$ cat config.mk
export PLATFORM = sky130hd
export DESIGN_NAME = oaht_hash
export DESIGN_NICKNAME = d
export VERILOG_FILES = /design/src/rtl/oaht_pkg.sv /design/src/rtl/oaht_hash.sv
export SDC_FILE = /design/constraint.sdc
export NUM_CORES = 1
export LEC_CHECK = 0
export ABC_AREA = 0
export BUFFER_PORTS_ARGS = -buffer_cell sky130_fd_sc_hd__buf_4
export CAP_MARGIN = 30
export CORE_MARGIN = 2
export CORE_UTILIZATION = 65
export CTS_BUF_LIST = sky130_fd_sc_hd__clkbuf_4
export CTS_CLUSTER_SIZE = 25
export DETAILED_ROUTE_END_ITERATION = 10
export GPL_ROUTABILITY_DRIVEN = 0
export PLACE_DENSITY = 0.9
export SYNTH_ARGS = -nofsm -noshare
export SYNTH_HDL_FRONTEND = slang
export SYNTH_SLANG_ARGS = --single-unit
$ cat constraint.sdc
create_clock -name i_clk -period 8.5 [get_ports i_clk]
set_input_delay 0.85 -clock i_clk [delete_from_list [all_inputs] [get_ports i_clk]]
set_output_delay 0.85 -clock i_clk [all_outputs]
set_load 0.01 [all_outputs]
$ cat src/rtl/oaht_pkg.sv
// Shared types and constants for the open-addressing hash table unit.
package oaht_pkg;

    localparam int unsigned SLOTS_DEFAULT     = 1024;
    localparam int unsigned KEY_BYTES_DEFAULT = 8;
    localparam int unsigned MIN_SLOTS         = 16;
    localparam int unsigned CNT_W             = 11;

    localparam logic [31:0] FNV_BASIS = 32'd2166136261;
    localparam logic [31:0] FNV_MULT  = 32'd16777619;

    localparam logic [1:0] ACT_LOOKUP = 2'd0;
    localparam logic [1:0] ACT_INSERT = 2'd1;
    localparam logic [1:0] ACT_REMOVE = 2'd2;
    localparam logic [1:0] ACT_CLEAR  = 2'd3;

    localparam logic [1:0] ST_DONE     = 2'd0;
    localparam logic [1:0] ST_NOTFOUND = 2'd1;
    localparam logic [1:0] ST_FULL     = 2'd2;

    localparam logic [1:0] MARK_EMPTY = 2'd0;
    localparam logic [1:0] MARK_LIVE  = 2'd1;
    localparam logic [1:0] MARK_DEAD  = 2'd2;

    typedef struct packed {
        logic [1:0]  action;
        logic [63:0] key_bytes;
        logic [3:0]  key_length;
        logic        key_absent;
        logic [63:0] new_value;
    } t_req;

    typedef struct packed {
        logic [1:0]       status;
        logic             found;
        logic [63:0]      read_value;
        logic [CNT_W-1:0] live_count;
        logic [CNT_W-1:0] dead_count;
        logic             grow_advised;
    } t_rsp;

endpackage

$ cat src/rtl/oaht_hash.sv
// Byte-serial FNV-1a hash unit, one key byte per cycle.
module oaht_hash (
    input  logic        i_clk,
    input  logic        i_rst_n,
    input  logic        i_start,
    input  logic [63:0] i_key,
    input  logic [3:0]  i_len,
    output logic        o_done,
    output logic [31:0] o_hash
);

    logic        r_busy, n_busy;
    logic [63:0] r_key, n_key;
    logic [3:0]  r_left, n_left;
    logic [31:0] r_hash, n_hash;
    logic        r_done, n_done;
    logic [31:0] w_x;
    logic [31:0] w_prod;

    assign w_x    = r_hash ^ {24'd0, r_key[7:0]};
    assign w_prod = w_x * oaht_pkg::FNV_MULT;

    always_comb begin
        n_busy = r_busy;
        n_key  = r_key;
        n_left = r_left;
        n_hash = r_hash;
        n_done = 1'b0;
        if (i_start) begin
            n_busy = 1'b1;
            n_key  = i_key;
            n_left = i_len;
            n_hash = oaht_pkg::FNV_BASIS;
        end else if (r_busy) begin
            if (r_left == 4'd0) begin
                n_busy = 1'b0;
                n_done = 1'b1;
            end else begin
                n_hash = w_prod;
                n_key  = {8'd0, r_key[63:8]};
                n_left = r_left - 4'd1;
            end
        end
    end

    always_ff @(posedge i_clk) begin
        if (!i_rst_n) begin
            r_busy <= 1'b0;
            r_done <= 1'b0;
        end else begin
            r_busy <= n_busy;
            r_done <= n_done;
        end
        r_key  <= n_key;
        r_left <= n_left;
        r_hash <= n_hash;
    end

    assign o_done = r_done;
    assign o_hash = r_hash;

endmodule

[After elaboration in Yosys (flattened, before gate mapping)]
Cells that the tools add are included.
Storage, ports and cells
  register bits after elaboration: 102
  output and inout port bits: 33
  word-level logic and storage cells: 27
Operators by class
  add/sub/neg operators: 1
  multipliers: 1
  equal/unequal tests: 1
  multiplexer cells: 10
  bitwise operators: 4
  reductions and logical operators: 5
Operators by type and width (count)
  $mux 64: 3
  $mul 32x25->32 const B: 1
  $xor 32x8->32: 1
  $mux 4: 3
  $logic_not 4->1: 1
  $mux 1: 4
  $reduce_and 2->1: 2
  $sub 4x1->4 const B: 1
  $not 1->1: 3
  $reduce_or 3->1: 1
  $ne 2x2->1 const B: 1
  $reduce_bool 2->1: 1

[Depth between registers and ports, before layout]
  word-level depth: 4
  depth in mapped cells: 23
  mapped depth without buffers: 22

[Worst setup path before layout]
OpenSTA, ideal clock, no wires.
  path type: reg-to-reg
  start point: register r_key[7]
  end point: register r_hash[28] (netlist: o_hash[28])
  setup time: 0.117 ns
  data arrival time: 5.046 ns
  required time: 8.383 ns
  setup slack: 3.337 ns
  cell stages (with the launch flop): 21
  period minus slack after synthesis: 5.163 ns
  cells stage by stage: edfxtp_1 -> xnor2_1 -> inv_1 -> ha_1 -> ha_1 -> fa_1 -> ha_1 -> fa_1 -> ha_1 -> inv_1 -> fa_1 -> inv_1 -> ha_1 -> o21ai_0 -> a22oi_1 -> a21oi_1 -> a311oi_2 -> a41oi_2 -> nor2b_4 -> xnor2_1 -> a22o_1
Between the ends
  cells in the longest elaborated chain, start to end: 2
Ends and longest elaborated chain
  start: declaration: RTL line oaht_hash.sv:13  | logic [63:0] r_key, n_key;
  start signal: assignment: RTL line oaht_hash.sv:54  | r_key <= n_key;
  $xor 32x8->32: RTL line oaht_hash.sv:20  | assign w_x = r_hash ^ {24'd0, r_key[7:0]};
  $mul 32x25->32: RTL line oaht_hash.sv:21  | assign w_prod = w_x * oaht_pkg::FNV_MULT;
  end signal: assignment: RTL line oaht_hash.sv:56  | r_hash <= n_hash;
  end: declaration: RTL line oaht_hash.sv:15  | logic [31:0] r_hash, n_hash;
No other way between the ends.
A chain may end at the register's enable or synchronous reset.

[Worst setup path after layout]
  start point: register r_key[5]
  end point: register r_hash[28] (netlist: o_hash[28])
Same word-level chain as after synthesis.

==> metrics <==
DRC viols 0; Post-Syn Area 9710 um2; gr ovfl total 0; RSZ-0062 raised after global routing no; via count 6835; first-pass GRT wire length 36700 um; Iter 0 DRT Violations 374; Fill cells 955; I/O Buffers 103; vias per cell 5.76; Rows 44; Adder-Cell Fraction of Synth Area 0.388; Final WS setup 2.61 ns; Clock Latency Late Sink 0.49 ns; # diodes 0; wire length on met1 8980 um; Mapped Avg Cell Area 10.8 um2; Max-cap violations 0; ys flop type edfxtp_1; Final Skew 0.0194 ns; core area 14600 um2; WS Path Type flip-flop to flip-flop; die width 126 um; clock sinks 102; Synth Area in Compound Gates 0.0877; Final Hold Viols 0; # Post-CTS Setup Buffers 0; Yosys warnings 0; final wirelength 22300 um; mux cell area share after synthesis 0.0661; vias in the first global route 7387; final count of pins violating max slew 0; initial antenna violation count 0; Worst slew margin 0.354; met2 WL post-DR 11300 um; Post-Synth Simple-Gate Area 0.0510; Antenna Nets Post-Route 0; Max Clk Rate 0.170 GHz; most area-consuming cells after synthesis ha_1 24%, edfxtp_1 21%, fa_1 15%; clock tree buffer depth 2; Max Used Layer met4; Post-Synth XOR/XNOR Area 0.0478; Worst setup SP type flip-flop; DIE HEIGHT 126 um; Final nets 1325; largest net degree at the start of global routing 71; period utilization 0.693; clock slew at reported path FFs 0.18 ns; minimum clock period 5.89 ns; Synth Register Bits 102; DPL Wire Length 17500 um; worst path required time 8.90 ns; pre-CTS WS 2.66 ns; Setup crit end kind flip-flop; setup TNS 0 ns; # IOs 104; CTS tree done; post-synth top area cell ha_1; Final setup violation count 0; Yosys cell types 54; status finished, final reports clean; Pre-antenna DRT Iters 5; Gate Count Post-Synth 897; Die Area 15900 um2; Seq/Total Area, Yosys 0.280; Worst-Margin Slew 0.969 ns; hold buffers post-CTS 0; CTS H-tree lvls 3; post-cts sizing count 0; Post-synth EDFFs 68; Hold/Removal Path Class flip-flop to flip-flop; Initial Util 0.666; fraction of layout cells with a size suffix above 1 0.196; clock root cell clkbuf_4; post-synth top area share 0.236; CP Data Arrival Time 6.28 ns; Avg WL per Cell 18.8 um; Async SR Flop Fraction 0; wire length on met3 1350 um; clock buffers created by TritonCTS 9; largest family of logic cells by synthesized area adder cells; Syn Nets 1225; area delta synth->final 11.4%; GRT Util Overall 0.294; worst-path fanout max 7
[registers in the layout, indices dropped and copies added, names as in the netlist]
name	flops
o_done	1
o_hash	32
r_busy	1
r_key	64
r_left	4
[critical path, cell delays in order (launching register included)]
cell      delay [ns]
edfxtp_1        0.46
xor2_1          0.51
ha_1            0.34
ha_1            0.31
fa_1            0.49
ha_1            0.14
inv_1           0.05
fa_1            0.48
inv_1           0.05
ha_1            0.26
inv_1           0.05
fa_1            0.49
inv_1           0.06
ha_1            0.41
o21ai_0         0.17
a22oi_1         0.29
a21oi_1         0.12
a311oi_2        0.42
a41oi_2         0.21
nor2b_4         0.17
xnor2_1         0.12
a22o_1          0.19
[placed cells by master, fill, tap and decap left out, types with 3 or more instances in the layout]
cell type    n
a21oi_1     40
buf_4      106
nor3_1       7
mux2_2      57
clkbuf_4     9
o21bai_1     3
edfxtp_1    68
a211oi_1     6
and2_1      13
nand3_1      6
ha_1       183
inv_1      185
clkinv_8     3
xor2_1      18
fa_1        74
nor2_1      16
dfxtp_1     34
a21o_1       8
nand2_1     44
o21ai_0     24
nand4_1      3
and3_1       3
o21ai_1      3
o21a_1       3
a22o_1       6
a211o_1      5
xnor2_1     35
[kinds of logic (layout without fill, tap and decap cells)]
logic type,count (synthesis),after routing
buf+inv,203,308
fa+ha+maj,257,257
compound gates,122,122
flops,102,102
simple gates,103,103
mux,57,57
xor+xnor,53,53
[worst paths after layout]
| check | from | to | slack [ns] | cells past startpoint |
|---|---|---|---|---|
| worst max-delay path | r_key[5]$_DFFE_PP_ | o_hash[28]$_SDFFE_PP0P_ | 2.61 | 21 |
| worst min-delay path | r_busy$_SDFF_PN0_ | o_done$_SDFF_PP0_ | 0.48 | 2 |
| worst max register to register | r_key[5]$_DFFE_PP_ | o_hash[28]$_SDFFE_PP0P_ | 2.61 | 21 |
| worst min register to register | r_busy$_SDFF_PN0_ | o_done$_SDFF_PP0_ | 0.48 | 2 |
[synthesized netlist by cell type (7+ instances only)]
| cell | count |
|---|---|
| a21o_1 | 8 |
| clkbuf_1 | 11 |
| nor2_1 | 16 |
| edfxtp_1 | 68 |
| a21oi_1 | 40 |
| o21ai_0 | 24 |
| xnor2_1 | 35 |
| inv_1 | 186 |
| and2_1 | 13 |
| ha_1 | 183 |
| nor3_1 | 7 |
| mux2_2 | 57 |
| nand2_1 | 44 |
| xor2_1 | 18 |
| fa_1 | 74 |
| dfxtp_1 | 34 |
[metrics by stage]
stage | utilization | hold WS [ns] | cells | cell area [um2]
global route | 0.742 | 0.513 | 1186 | 10800
CTS | 0.742 | 0.483 | 1186 | 10800
detailed placement | 0.731 | 0.460 | 1170 | 10700
floorplan | - | 0.423 | 897 | 9710
global placement | 0.731 | 0.441 | 1170 | 10700
finish | 0.742 | 0.482 | 1186 | 10800
[routing by layer]
| layer | up-vias | GRT usage |
|---|---|---|
| met4 | 0 | 0.105 |
| met3 | 59 | 0.0552 |
| li1 | 3209 | - |
| met5 | - | 0 |
| met1 | 3321 | 0.372 |
| met2 | 246 | 0.505 |
[area by class of cell]
| type | instances | area, um2 | share of cell area |
|---|---|---|---|
| Clock inverter | 7 | 85.1 | 0.00786 |
| Multi-Input combinational cell | 592 | 6220 | 0.575 |
| Clock buffer | 9 | 67.6 | 0.00624 |
| Timing Repair Buffer | 106 | 796 | 0.0735 |
| Inverter | 186 | 698 | 0.0645 |
| Sequential cell | 102 | 2720 | 0.252 |
| Tap cell | 184 | 230 | 0.0213 |
Power is left out: the tool's default activity adds up to more than one toggle a clock period on the data nets, which glitch-free logic cannot reach.
