`src/rtl/oaht_mod.sv`:
```
// Iterative modulo unit: hash reduced by the active slot count, one bit per cycle.
module oaht_mod #(
    parameter int unsigned IDX_W = 10
) (
    input  logic             i_clk,
    input  logic             i_rst_n,
    input  logic             i_start,
    input  logic [31:0]      i_num,
    input  logic [IDX_W:0]   i_div,
    output logic             o_done,
    output logic [IDX_W-1:0] o_rem
);

    logic           r_busy, n_busy;
    logic [5:0]     r_cnt, n_cnt;
    logic [31:0]    r_num, n_num;
    logic [IDX_W:0] r_rem, n_rem;
    logic           r_done, n_done;
    logic [IDX_W+1:0] w_sh;

    assign w_sh = {r_rem, r_num[31]};

    always_comb begin
        n_busy = r_busy;
        n_cnt  = r_cnt;
        n_num  = r_num;
        n_rem  = r_rem;
        n_done = 1'b0;
        if (i_start) begin
            n_busy = 1'b1;
            n_cnt  = 6'd32;
            n_num  = i_num;
            n_rem  = '0;
        end else if (r_busy) begin
            n_num = {r_num[30:0], 1'b0};
            if (w_sh >= {1'b0, i_div}) begin
                n_rem = (IDX_W+1)'(w_sh - {1'b0, i_div});
            end else begin
                n_rem = (IDX_W+1)'(w_sh);
            end
            n_cnt = r_cnt - 6'd1;
            if (r_cnt == 6'd1) begin
                n_busy = 1'b0;
                n_done = 1'b1;
            end
        end
    end

    always_ff @(posedge i_clk) begin
        if (!i_rst_n) begin
            r_busy <= 1'b0;
            r_done <= 1'b0;
        end else begin
            r_busy <= n_busy;
            r_done <= n_done;
        end
        r_cnt <= n_cnt;
        r_num <= n_num;
        r_rem <= n_rem;
    end

    assign o_done = r_done;
    assign o_rem  = r_rem[IDX_W-1:0];

endmodule

```
`config.mk`:
```
export PLATFORM = sky130hd
export DESIGN_NAME = oaht_mod
export DESIGN_NICKNAME = d
export VERILOG_FILES = /design/src/rtl/oaht_mod.sv
export SDC_FILE = /design/constraint.sdc
export NUM_CORES = 1
export LEC_CHECK = 0
export BUFFER_PORTS_ARGS = -buffer_cell sky130_fd_sc_hd__buf_2
export CORE_ASPECT_RATIO = 0.6
export CORE_MARGIN = 2
export CORE_UTILIZATION = 59
export CTS_CLUSTER_DIAMETER = 60
export CTS_CLUSTER_SIZE = 28
export DETAILED_ROUTE_END_ITERATION = 6
export PLACE_DENSITY = 0.85
export SETUP_SLACK_MARGIN = 0.05
export SLEW_MARGIN = 40
export SYNTH_ARGS = -nofsm -noshare
export SYNTH_HDL_FRONTEND = slang
export SYNTH_SLANG_ARGS = --single-unit
export TNS_END_PERCENT = 20
```
`constraint.sdc`:
```
create_clock -name i_clk -period 5.25 [get_ports i_clk]
set_input_delay 0.2625 -clock i_clk [delete_from_list [all_inputs] [get_ports i_clk]]
set_output_delay 0.2625 -clock i_clk [all_outputs]
set_load 0.01 [all_outputs]
```
=== Yosys cells after proc, flatten, opt, wreduce, memory -nomap -nowiden ===
Cells that the tools add are included.
Widths: inputs -> output; s select.

* Register bits after elaboration: 51
* Bits of input ports: 46
* Logic and storage cells: 20

* Add/sub/neg operators: 2
* Magnitude comparators: 1
* Equal/unequal tests: 1
* Multiplexer cells: 7
* Bitwise logic cells: 2
* Reductions and logical operators: 2

{| class="wikitable"
|+ Operator list
! kind !! count
|-
| $mux 32 || 2
|-
| $ge 12x11->1 || 1
|-
| $mux 11 || 1
|-
| $sub 11x11->11 || 1
|-
| $eq 6x1->1 const B || 1
|-
| $sub 6x1->6 const B || 1
|-
| $mux 1 || 4
|-
| $reduce_or 3->1 || 1
|-
| $not 1->1 || 2
|-
| $reduce_bool 2->1 || 1
|}

=== Depth between registers and ports, before layout ===
Gate-level depths: netlist (run 1).

* Depth after elaboration: 4
* Gate-level depth with buffers: 10

=== Worst setup path after synthesis (run 1) ===
Ideal clock, no wire load.

* Kind: register to register
* From: register r_num[31]
* To: register r_rem[0]
* Setup time: 79 ps
* Data arrival time: 2263 ps
* Setup slack: 2907 ps
* Stages on the path, launching flop included: 10
* Path buffers: 0
* Cell sequence: edfxtp_1 inv_1 ha_1 fa_1 nand2b_2 a21oi_4 a41oi_1 o31ai_4 mux2_4 a211oi_2

* Longest elaborated chain between the ends: 2

{| class="wikitable"
|+ RTL lines
! element !! RTL line !! RTL
|-
| start: declaration || 16 || <nowiki>logic [31:0] r_num, n_num;</nowiki>
|-
| start signal: assignment || 58 || <nowiki>r_num <= n_num;</nowiki>
|-
| $sub 11x11->11 or $ge 12x11->1 (tied branches) || 37, 36 ||
|-
| $mux 11 (*) || 36 || <nowiki>if (w_sh >= {1'b0, i_div}) begin</nowiki>
|-
| end signal: assignment || 59 || <nowiki>r_rem <= n_rem;</nowiki>
|-
| end: declaration || 17 || <nowiki>logic [IDX_W:0] r_rem, n_rem;</nowiki>
|}

Mark *: on every way between the ends. The rest lies on a longest branch, timed or not.
A chain may end at the register's enable or synchronous reset.

=== Worst setup path in the final report (run 1) ===
Ends and elaborated chain as after synthesis.

==> results of run 1 <==
## synthesized netlist by cell type (all sizes together) (2+ instances only)
cell type and n:
o21ai 4, dfxtp 19, nor2b 4, mux2 32, edfxtp 32, o31ai 2, xnor2 7, a211oi 10
inv 15, nand4 2, nand3 3, mux2i 6, nand2b 5, nor4b 2, a211o 2, a41oi 2
nor3 3, a21o 3, nor3b 2, xor2 5, nand2 10, a21oi 9, buf 20, ha 13
nor2 20
## flip-flops by register name, indices dropped and copies added (netlist names)
name    cells
r_busy      1
o_done      1
r_num      32
r_rem      11
r_cnt       6
## power breakdown
group	leakage, nW	internal (mW)	total [mW]	switching [mW]
Combinational	0.810	0.108	0.229	0.121
Clock	0.0644	0.190	0.319	0.129
Sequential	0.479	0.473	0.494	0.0210
## cell families after synthesis
kind of cell	share of synthesized area
xor+xnor	0.03662
simple gates	0.09982
buf+inv	0.07410
mux	0.1478
fa+ha+maj	0.06365
flops	0.4673
compound gates	0.1107
## stage by stage
stage	hold slack [ns]	std cells	power (mW)	area (um2)	worst slack (ns)
floorplan	0.3763	247	0.6821	2870	2.907
global placement	0.4687	347	0.7196	3088	2.499
detailed placement	0.4791	347	0.7287	3088	2.393
CTS	0.2023	355	1.044	3224	2.392
global route	0.1983	355	1.092	3224	2.240
finish	0.2077	355	1.042	3224	2.358
## critical path, delay by kind of cell (launching register included)
| kind | cells | cell delay (ns) |
|---|---|---|
| multiplexers | 1 | 0.36 |
| flip-flops | 1 | 0.34 |
| AND/OR/NAND/NOR | 1 | 0.23 |
| adder cells (fa/ha/maj) | 2 | 0.61 |
| AO/OA/AOI/OAI | 4 | 1.21 |
| buffers and inverters | 1 | 0.05 |
## path summary, 6_finish.rpt
path / depth (start not counted) / slack, ns / to / startpoint
hold / removal: 3 / 0.21 / o_done$_SDFF_PP0_ / i_rst_n
setup reg to reg: 9 / 2.36 / r_rem[0]$_SDFFE_PP0P_ / r_num[31]$_DFFE_PP_
setup / recovery: 9 / 2.36 / r_rem[0]$_SDFFE_PP0P_ / r_num[31]$_DFFE_PP_
hold reg to reg: 2 / 0.50 / r_cnt[5]$_SDFFE_PP1P_ / r_cnt[5]$_SDFFE_PP1P_
## layer usage
layer / vias to the layer above / global-route usage / part of all wire
met2: 47 / 0.2939 / 0.42
met5: - / 0 / 0
met3: 4 / 0.05072 / 0.059
li1: 974 / - / -
met4: 0 / 0.06211 / 0.0078
met1: 912 / 0.3234 / 0.51
## layout make-up
| class | count | area [um2] |
|---|---|---|
| fillers | 347 | 1411 |
| flip-flops and latches | 51 | 1341 |
| multi-input cells | 160 | 1316 |
| repair buffers | 58 | 295.3 |
| well taps | 63 | 78.83 |
| clock buffers | 5 | 68.82 |
| clock inverters | 3 | 67.56 |
| inverters | 15 | 56.30 |
==> results.cfg, run 1 <==
[outcome]
outcome = finished, final reports clean

[floorplan]
initial_core_util = 0.6192
dieHeight_um = 58.03
row_count = 19
fp.coreArea_um2 = 4636
io_pins = 57
dieArea_um2 = 5457
die_w_um = 94.05

[synth]
synth-seq-cells = 51
ys_warn_count = 0
ys_types = 51
synth_fp_nets = 307
netlist.area_leader.share = 0.3348
synth_seq_area_share = 0.4673
synth_ff_type = edfxtp_1
synth_area_um2 = 2870
synth_area_per_cell_um2 = 11.62
synth-edff-count = 32
synth.area.top_cells = edfxtp_1 33%, dfxtp_1 13%, mux2_2 12%
synthArstFlopShare = 0
synth_top_cell_by_area = edfxtp_1
synthCells = 247

[finish]
area_growth_pct = 12.34
nNetsFinal = 351
layout_common_cells = 56 x buf_2, 32 x edfxtp_1, 31 x mux2_2, 20 x nor2_1, 19 x dfxtp_1
fin_util = 0.6955
drive_above_1_share = 0.3699
antenna_cells = 0
final_common_cell = buf_2

[timing]
fin_crit_sh = 0.5509
setup_tns_ns = 0
skew_ns = 0.008713
hold_violations = 0
post-route-min-period_ns = 2.892
maxSlewViolCount = 0
worst_pin_slew_ns = 0.7881
fmax_mhz = 345.8
rsz0062_at_grt = false
final-setup-viol-count = 0
slew_headroom = 0.4746

[global_routing]
grt.overflow.total = 0
antenna_found_initial = 0
grt.total_usage = 0.2096
grt_pass1_wl_um = 8652
grt_pass1_vias = 1784
grt_max_degree = 51

[detailed_routing]
wl_per_cell_um = 15.12
antenna_left = 0
drtIter0Drc = 115
via_per_inst = 5.456
dr.pass1.iters = 4
wl_um = 5369
vias = 1937
drc = 0

[placed_design]
dp_hpwl_um = 3930
place.gp.congestion = 0.9125
port_buffers = 56

[clocking]
htree_levels = 2
clockBufferDepth = 2
clk_pin_slew_ns = 0.09
holdBufCountCts = 0
post_cts_buffers = 0
numClockSinks = 51
cts_tree = done
clk_latency_ns = 0.30
root_buffer = clkbuf_8
cts-resized-gates = 0
cts_buffers = 5

[worst_setup_path]
slowest_delay_ns = 0.72
crit_required_ns = 5.48
cp_cell_sequence = inv_1, ha_1, fa_1, nand2b_2, a21oi_4, a41oi_1, o31ai_4, mux2_4, a211oi_2
worstSetupPathType = register to register
crit_fanout = 15
critical_path_arrival_ns = 3.12
startpoint_type = register
worst_path_max_delay_cell = o31ai_4
end_kind = register

[worst_hold_path]
hold_class = primary input to register

[power_and_ir_drop]
power_density_nw_per_um2 = 323.2
p_leak_nw = 1.354
ir_worst_vdd_uv = 165.8

[flow_run]
maxCapViolCount = 0
Power figures use the tool's default switching activity.
==> inputs of run 2 (changes only) <==
--- a/config.mk
+++ b/config.mk
@@ -5,14 +5,15 @@
 export SDC_FILE = /design/constraint.sdc
 export NUM_CORES = 1
 export LEC_CHECK = 0
+export ABC_AREA = 1
 export BUFFER_PORTS_ARGS = -buffer_cell sky130_fd_sc_hd__buf_2
 export CORE_ASPECT_RATIO = 0.6
 export CORE_MARGIN = 2
-export CORE_UTILIZATION = 59
+export CORE_UTILIZATION = 56
 export CTS_CLUSTER_DIAMETER = 60
 export CTS_CLUSTER_SIZE = 28
 export DETAILED_ROUTE_END_ITERATION = 6
-export PLACE_DENSITY = 0.85
+export PLACE_DENSITY = 0.8
 export SETUP_SLACK_MARGIN = 0.05
 export SLEW_MARGIN = 40
 export SYNTH_ARGS = -nofsm -noshare
==> constraint.sdc (replaced) <==
create_clock -name i_clk -period 2.9 [get_ports i_clk]
set_input_delay 0.145 -clock i_clk [delete_from_list [all_inputs] [get_ports i_clk]]
set_output_delay 0.145 -clock i_clk [all_outputs]
set_load 0.01 [all_outputs]
==> run 2 against run 1 <==
Worst setup slack lost 1.6 ns. Synthesized cell count grew 65%. Clock power grew 55%. First-iteration DRC count grew 30%. Via count grew 36%. Largest cell class unchanged.
==> results.cfg, run 2 <==
[outcome]
outcome = finished, final reports clean

[finish]
layout_common_cells = 168 x nand2_1, 61 x inv_1, 56 x buf_2, 32 x edfxtp_1, 22 x nand3_1
nNetsFinal = 512
largest_register_ffs = 32
largestRegisters = r_num: 32 flops, r_rem: 11 flops, r_cnt: 6 flops
final_common_cell = nand2_1
fillers = 453
antenna_cells = 0
top_register = r_num
drive_above_1_share = 0.1943
area_growth_pct = 11.97

[placed_design]
port_buffers = 56
place.gp.congestion = 0.8809
dp_hpwl_um = 4813

[floorplan]
dieHeight_um = 61.18
row_count = 20
fp.coreArea_um2 = 5155
initial_core_util = 0.5920
dieArea_um2 = 6075
io_pins = 57
die_w_um = 99.30

[clocking]
cts-resized-gates = 0
cts_tree = done
numClockSinks = 51
cts_buffers = 5
clk_pin_slew_ns = 0.10
clockBufferDepth = 2
clk_latency_ns = 0.30
holdBufCountCts = 0
post_cts_buffers = 0
root_buffer = clkbuf_8
htree_levels = 2

[synth]
ys_warn_count = 0
netlist.area_leader.share = 0.3149
synth_ff_type = edfxtp_1
synth-seq-cells = 51
synth-edff-count = 32
yosysMostFrequentCell = nand2_1
ys_types = 30
synth.area.top_cells = edfxtp_1 31%, nand2_1 21%, dfxtp_1 12%
synth_area_per_cell_um2 = 7.498
synth_fp_nets = 467
synthArstFlopShare = 0
synth_seq_area_share = 0.4395
synth_top_cell_by_area = edfxtp_1
synth_area_um2 = 3052
synthTopCellsByCount = 168 x nand2_1, 61 x inv_1, 32 x edfxtp_1
synthCells = 407

[detailed_routing]
wl_per_cell_um = 12.47
vias = 2628
antenna_left = 0
drtIter0Drc = 149
wl_um = 6473
drc = 0
dr.pass1.iters = 6
via_per_inst = 5.064

[timing]
fin_crit_sh = 0.7462
maxSlewViolCount = 0
final-setup-viol-count = 0
post-route-min-period_ns = 2.164
hold-worst-slack_ns = 0.09554
rsz0062_at_grt = false
worst_pin_slew_ns = 0.7028
hold_violations = 0
slew_headroom = 0.5310
skew_ns = 0.007986
fmax_mhz = 462.1
setup_tns_ns = 0

[global_routing]
antenna_found_initial = 0
grt_pass1_vias = 2283
grt.overflow.total = 0
grt_pass1_wl_um = 10530
grt_max_degree = 38
grt.total_usage = 0.2222

[power_and_ir_drop]
power_density_nw_per_um2 = 464.3
ir_worst_vdd_uv = 253.6
p_leak_nw = 1.853

[worst_setup_path]
crit_required_ns = 3.10
cp_cell_sequence = inv_1, ha_1, fa_1, inv_1, nand3_1, nand3_1, nand2_2, nand3_2, nand2_1, nand3_1, o21ai_0
end_kind = register
critical_path_buf_inv_count = 2
cp_common_cell = nand3_1
slowest_delay_ns = 0.42
crit_family = simple AND/OR/NAND/NOR gates
critical_path_arrival_ns = 2.36
worstSetupPathType = register to register
worst_path_max_delay_cell = fa_1
crit_fanout = 12
startpoint_type = register

[flow_run]
maxCapViolCount = 0

[worst_hold_path]
hold_class = primary input to register
-- run 2: path summary, 6_finish.rpt --
check                        startpoint               endpoint  slack (ns)  depth (start not counted)
setup reg to reg    r_num[31]$_DFFE_PP_  r_rem[0]$_SDFFE_PP0P_        0.74                         11
setup / recovery    r_num[31]$_DFFE_PP_  r_rem[0]$_SDFFE_PP0P_        0.74                         11
hold reg to reg   r_cnt[2]$_SDFFE_PP0P_  r_cnt[2]$_SDFFE_PP0P_        0.45                          1
hold / removal                  i_rst_n      r_busy$_SDFF_PN0_         0.1                          3
-- run 2: cell families after synthesis --
group | synth area share
compound gates | 0.03444
buf+inv | 0.1267
simple gates | 0.3309
fa+ha+maj | 0.05986
xor+xnor | 0.008612
flops | 0.4395
-- run 2: cell type report --
type / instances / area (um2) / area share
inverters: 65 / 244.0 / 0.07140
clock inverters: 3 / 43.79 / 0.01282
repair buffers: 60 / 310.3 / 0.09081
flip-flops and latches: 51 / 1341 / 0.3925
well taps: 66 / 82.58 / 0.02417
clock buffers: 5 / 68.82 / 0.02014
multi-input cells: 269 / 1326 / 0.3881
-- run 2: per-stage QoR --
step	util	power, mW	worst slack, ns	std cells	area [um2]
final	0.6629	1.587	0.7360	519	3417
after global routing	0.6629	1.663	0.5339	519	3417
after CTS	0.6624	1.591	0.7372	519	3415
after detailed placement	0.6405	1.105	0.8108	511	3302
after global placement	0.6405	1.094	0.9035	511	3302
after floorplan	-	1.030	1.142	407	3052
-- run 2: worst reg2reg max path: stages, from the launching register on --
cell and delay [ns]:
edfxtp_1 0.33, inv_1 0.06, ha_1 0.22, fa_1 0.42
inv_1 0.10, nand3_1 0.09, nand3_1 0.11, nand2_2 0.16
nand3_2 0.29, nand2_1 0.11, nand3_1 0.08, o21ai_0 0.07
-- run 2: metal layers --
layer	up-vias	wire length (um)	global-route usage
li1	1358	-	-
met1	1160	3231	0.3413
met2	104	2655	0.3369
met3	6	563	0.04200
met4	0	23	0.03523
met5	-	0	0
-- run 2: power breakdown --
group          total (mW)  switching, mW  internal [mW]  leakage (nW)
combinational       0.232          0.145         0.0872          1.31
sequential          0.861         0.0200          0.840         0.484
clock               0.494          0.237          0.257        0.0581
==> inputs of run 3 (changes only) <==
--- a/config.mk
+++ b/config.mk
@@ -5,15 +5,15 @@
 export SDC_FILE = /design/constraint.sdc
 export NUM_CORES = 1
 export LEC_CHECK = 0
-export ABC_AREA = 1
+export ABC_AREA = 0
 export BUFFER_PORTS_ARGS = -buffer_cell sky130_fd_sc_hd__buf_2
 export CORE_ASPECT_RATIO = 0.6
 export CORE_MARGIN = 2
-export CORE_UTILIZATION = 56
+export CORE_UTILIZATION = 50
 export CTS_CLUSTER_DIAMETER = 60
 export CTS_CLUSTER_SIZE = 28
 export DETAILED_ROUTE_END_ITERATION = 6
-export PLACE_DENSITY = 0.8
+export PLACE_DENSITY = 0.76
 export SETUP_SLACK_MARGIN = 0.05
 export SLEW_MARGIN = 40
 export SYNTH_ARGS = -nofsm -noshare
==> constraint.sdc (replaced) <==
create_clock -name i_clk -period 1.9 [get_ports i_clk]
set_input_delay 0.095 -clock i_clk [delete_from_list [all_inputs] [get_ports i_clk]]
set_output_delay 0.095 -clock i_clk [all_outputs]
set_load 0.01 [all_outputs]
==> run 3 against run 2 <==
The run now ends with negative setup slack left. Clock power grew 48%. Total power grew 86%. Maximum frequency shrank 5.1%. Largest power group unchanged. Highest routed layer unchanged.
==> results.cfg, run 3 (same netlist as run 1, synthesis figures left out) <==
[outcome]
outcome = complete, but fails checks
failed_checks = negative setup slack

[timing]
skew_ns = 0.009305
fmax_mhz = 438.6
hold_violations = 0
worst_pin_slew_ns = 0.4157
fin_crit_sh = 1.200
hold-worst-slack_ns = 0.02447
maxSlewViolCount = 0
setup_tns_ns = -3.528
rsz0062_at_grt = true
finalWorstSetupSlack_ns = -0.3802
post-route-min-period_ns = 2.280
slew_headroom = 0.7190
final-setup-viol-count = 11

[placed_design]
place_ws_ns = -0.3811
dpl.cell_count = 407
place_area_um2 = 3450
dp_hpwl_um = 4708
place.gp.congestion = 0.8695
port_buffers = 56

[detailed_routing]
wl_um = 6258
drtIter0Drc = 92
drc = 0
antenna_left = 0
wl_per_cell_um = 14.90
via_per_inst = 5.093
dr.pass1.iters = 4
vias = 2139

[finish]
area_growth_pct = 26.90
antenna_cells = 0
layout_common_cells = 56 x buf_2, 48 x buf_4, 32 x edfxtp_1, 31 x mux2_2, 20 x nor2_1
final_common_cell = buf_2
largestRegisters = r_num: 32 flops, r_rem: 11 flops, r_cnt: 6 flops
drive_above_1_share = 0.4794
top_register = r_num
final_cells = 420
nNetsFinal = 399
final_area_um2 = 3642
fillers = 436
largest_register_ffs = 32
fin_util = 0.6570

[global_routing]
grt.busiest_layer = met2
grt_max_degree = 28
antenna_found_initial = 0
grt.overflow.total = 0
grt_pass1_wl_um = 10200
grt_util_met1 = 0.3071
met3_usage = 0.04810
grt_pass1_vias = 2116
grt.total_usage = 0.2091
use_met2 = 0.3150

[worst_setup_path]
crit_required_ns = 2.11
startpoint_type = register
worstSetupPathType = register to register
end_kind = register
crit_fanout = 2
critical_path_arrival_ns = 2.49

[worst_hold_path]
hold_class = primary input to register

[power_and_ir_drop]
ir_worst_vdd_uv = 342.3
p_leak_nw = 1.592
power_density_nw_per_um2 = 811.6
power_mw = 2.956

[clocking]
clk_latency_ns = 0.30
clockBufferDepth = 2
root_buffer = clkbuf_8
holdBufCountCts = 0
cts_tree = done
htree_levels = 2
numClockSinks = 51
cts_buffers = 5
clk_pin_slew_ns = 0.09

[floorplan]
dieArea_um2 = 6383
initial_core_util = 0.5177
dieHeight_um = 62.69
fp.coreArea_um2 = 5544
io_pins = 57
row_count = 21
die_w_um = 101.8

[flow_run]
maxCapViolCount = 0
run 3: cell count changes in the layout (fill, tap and decap cells not counted), sizes merged, moves of 12 or more:
| cell | change |
|---|---|
| nand3 | -26 |
| mux2 | +32 |
| nand4 | -12 |
| buf | +46 |
| inv | -49 |
| nand2 | -164 |
run 3: path summary, 6_finish.rpt:
check | cells after the start | slack (ns) | startpoint | end
worst max-delay path | 10 | -0.38 | r_num[31]$_DFFE_PP_ | r_rem[0]$_SDFFE_PP0P_
worst min register to register | 2 | 0.50 | r_cnt[5]$_SDFFE_PP1P_ | r_cnt[5]$_SDFFE_PP1P_
worst max register to register | 10 | -0.38 | r_num[31]$_DFFE_PP_ | r_rem[0]$_SDFFE_PP0P_
worst min-delay path | 3 | 0.02 | i_rst_n | o_done$_SDFF_PP0_
run 3: area by class of cell:
class / count / area [um2] / share of cell area
Clock inverter: 2 / 37.54 / 0.01031
Tap cell: 80 / 100.1 / 0.02748
Multi-Input combinational cell: 160 / 1371 / 0.3765
Inverter: 15 / 56.30 / 0.01546
Sequential cell: 51 / 1341 / 0.3683
Clock buffer: 6 / 72.57 / 0.01992
Timing Repair Buffer: 106 / 663.1 / 0.1821
run 3: critical path: stages, from the launching register on:
cell,delay [ns]
edfxtp_1,0.35
inv_2,0.05
ha_4,0.15
fa_2,0.34
nand2b_4,0.16
a21oi_4,0.14
a41oi_2,0.07
o31ai_4,0.28
buf_4,0.16
mux2_4,0.30
a211oi_2,0.19
run 3: layer usage:
layer  vias up  routed length [um]
met5         -                   0
met4         0                  44
met3         5                 296
met2        57                2786
met1      1007                3130
li1       1070                   -
run 3: what timing repair did:
action,in CTS,in global routing
resized for setup,5,5
pin swaps,2,5
endpoints found under the setup margin,11,11
buffers inserted,3,2
cloned,0,0
run 3: report_power, final:
part | internal [mW] | switching (mW) | leakage (nW)
sequential | 1.31 | 0.0506 | 0.479
combinational | 0.453 | 0.412 | 1.06
clock | 0.393 | 0.340 | 0.0514
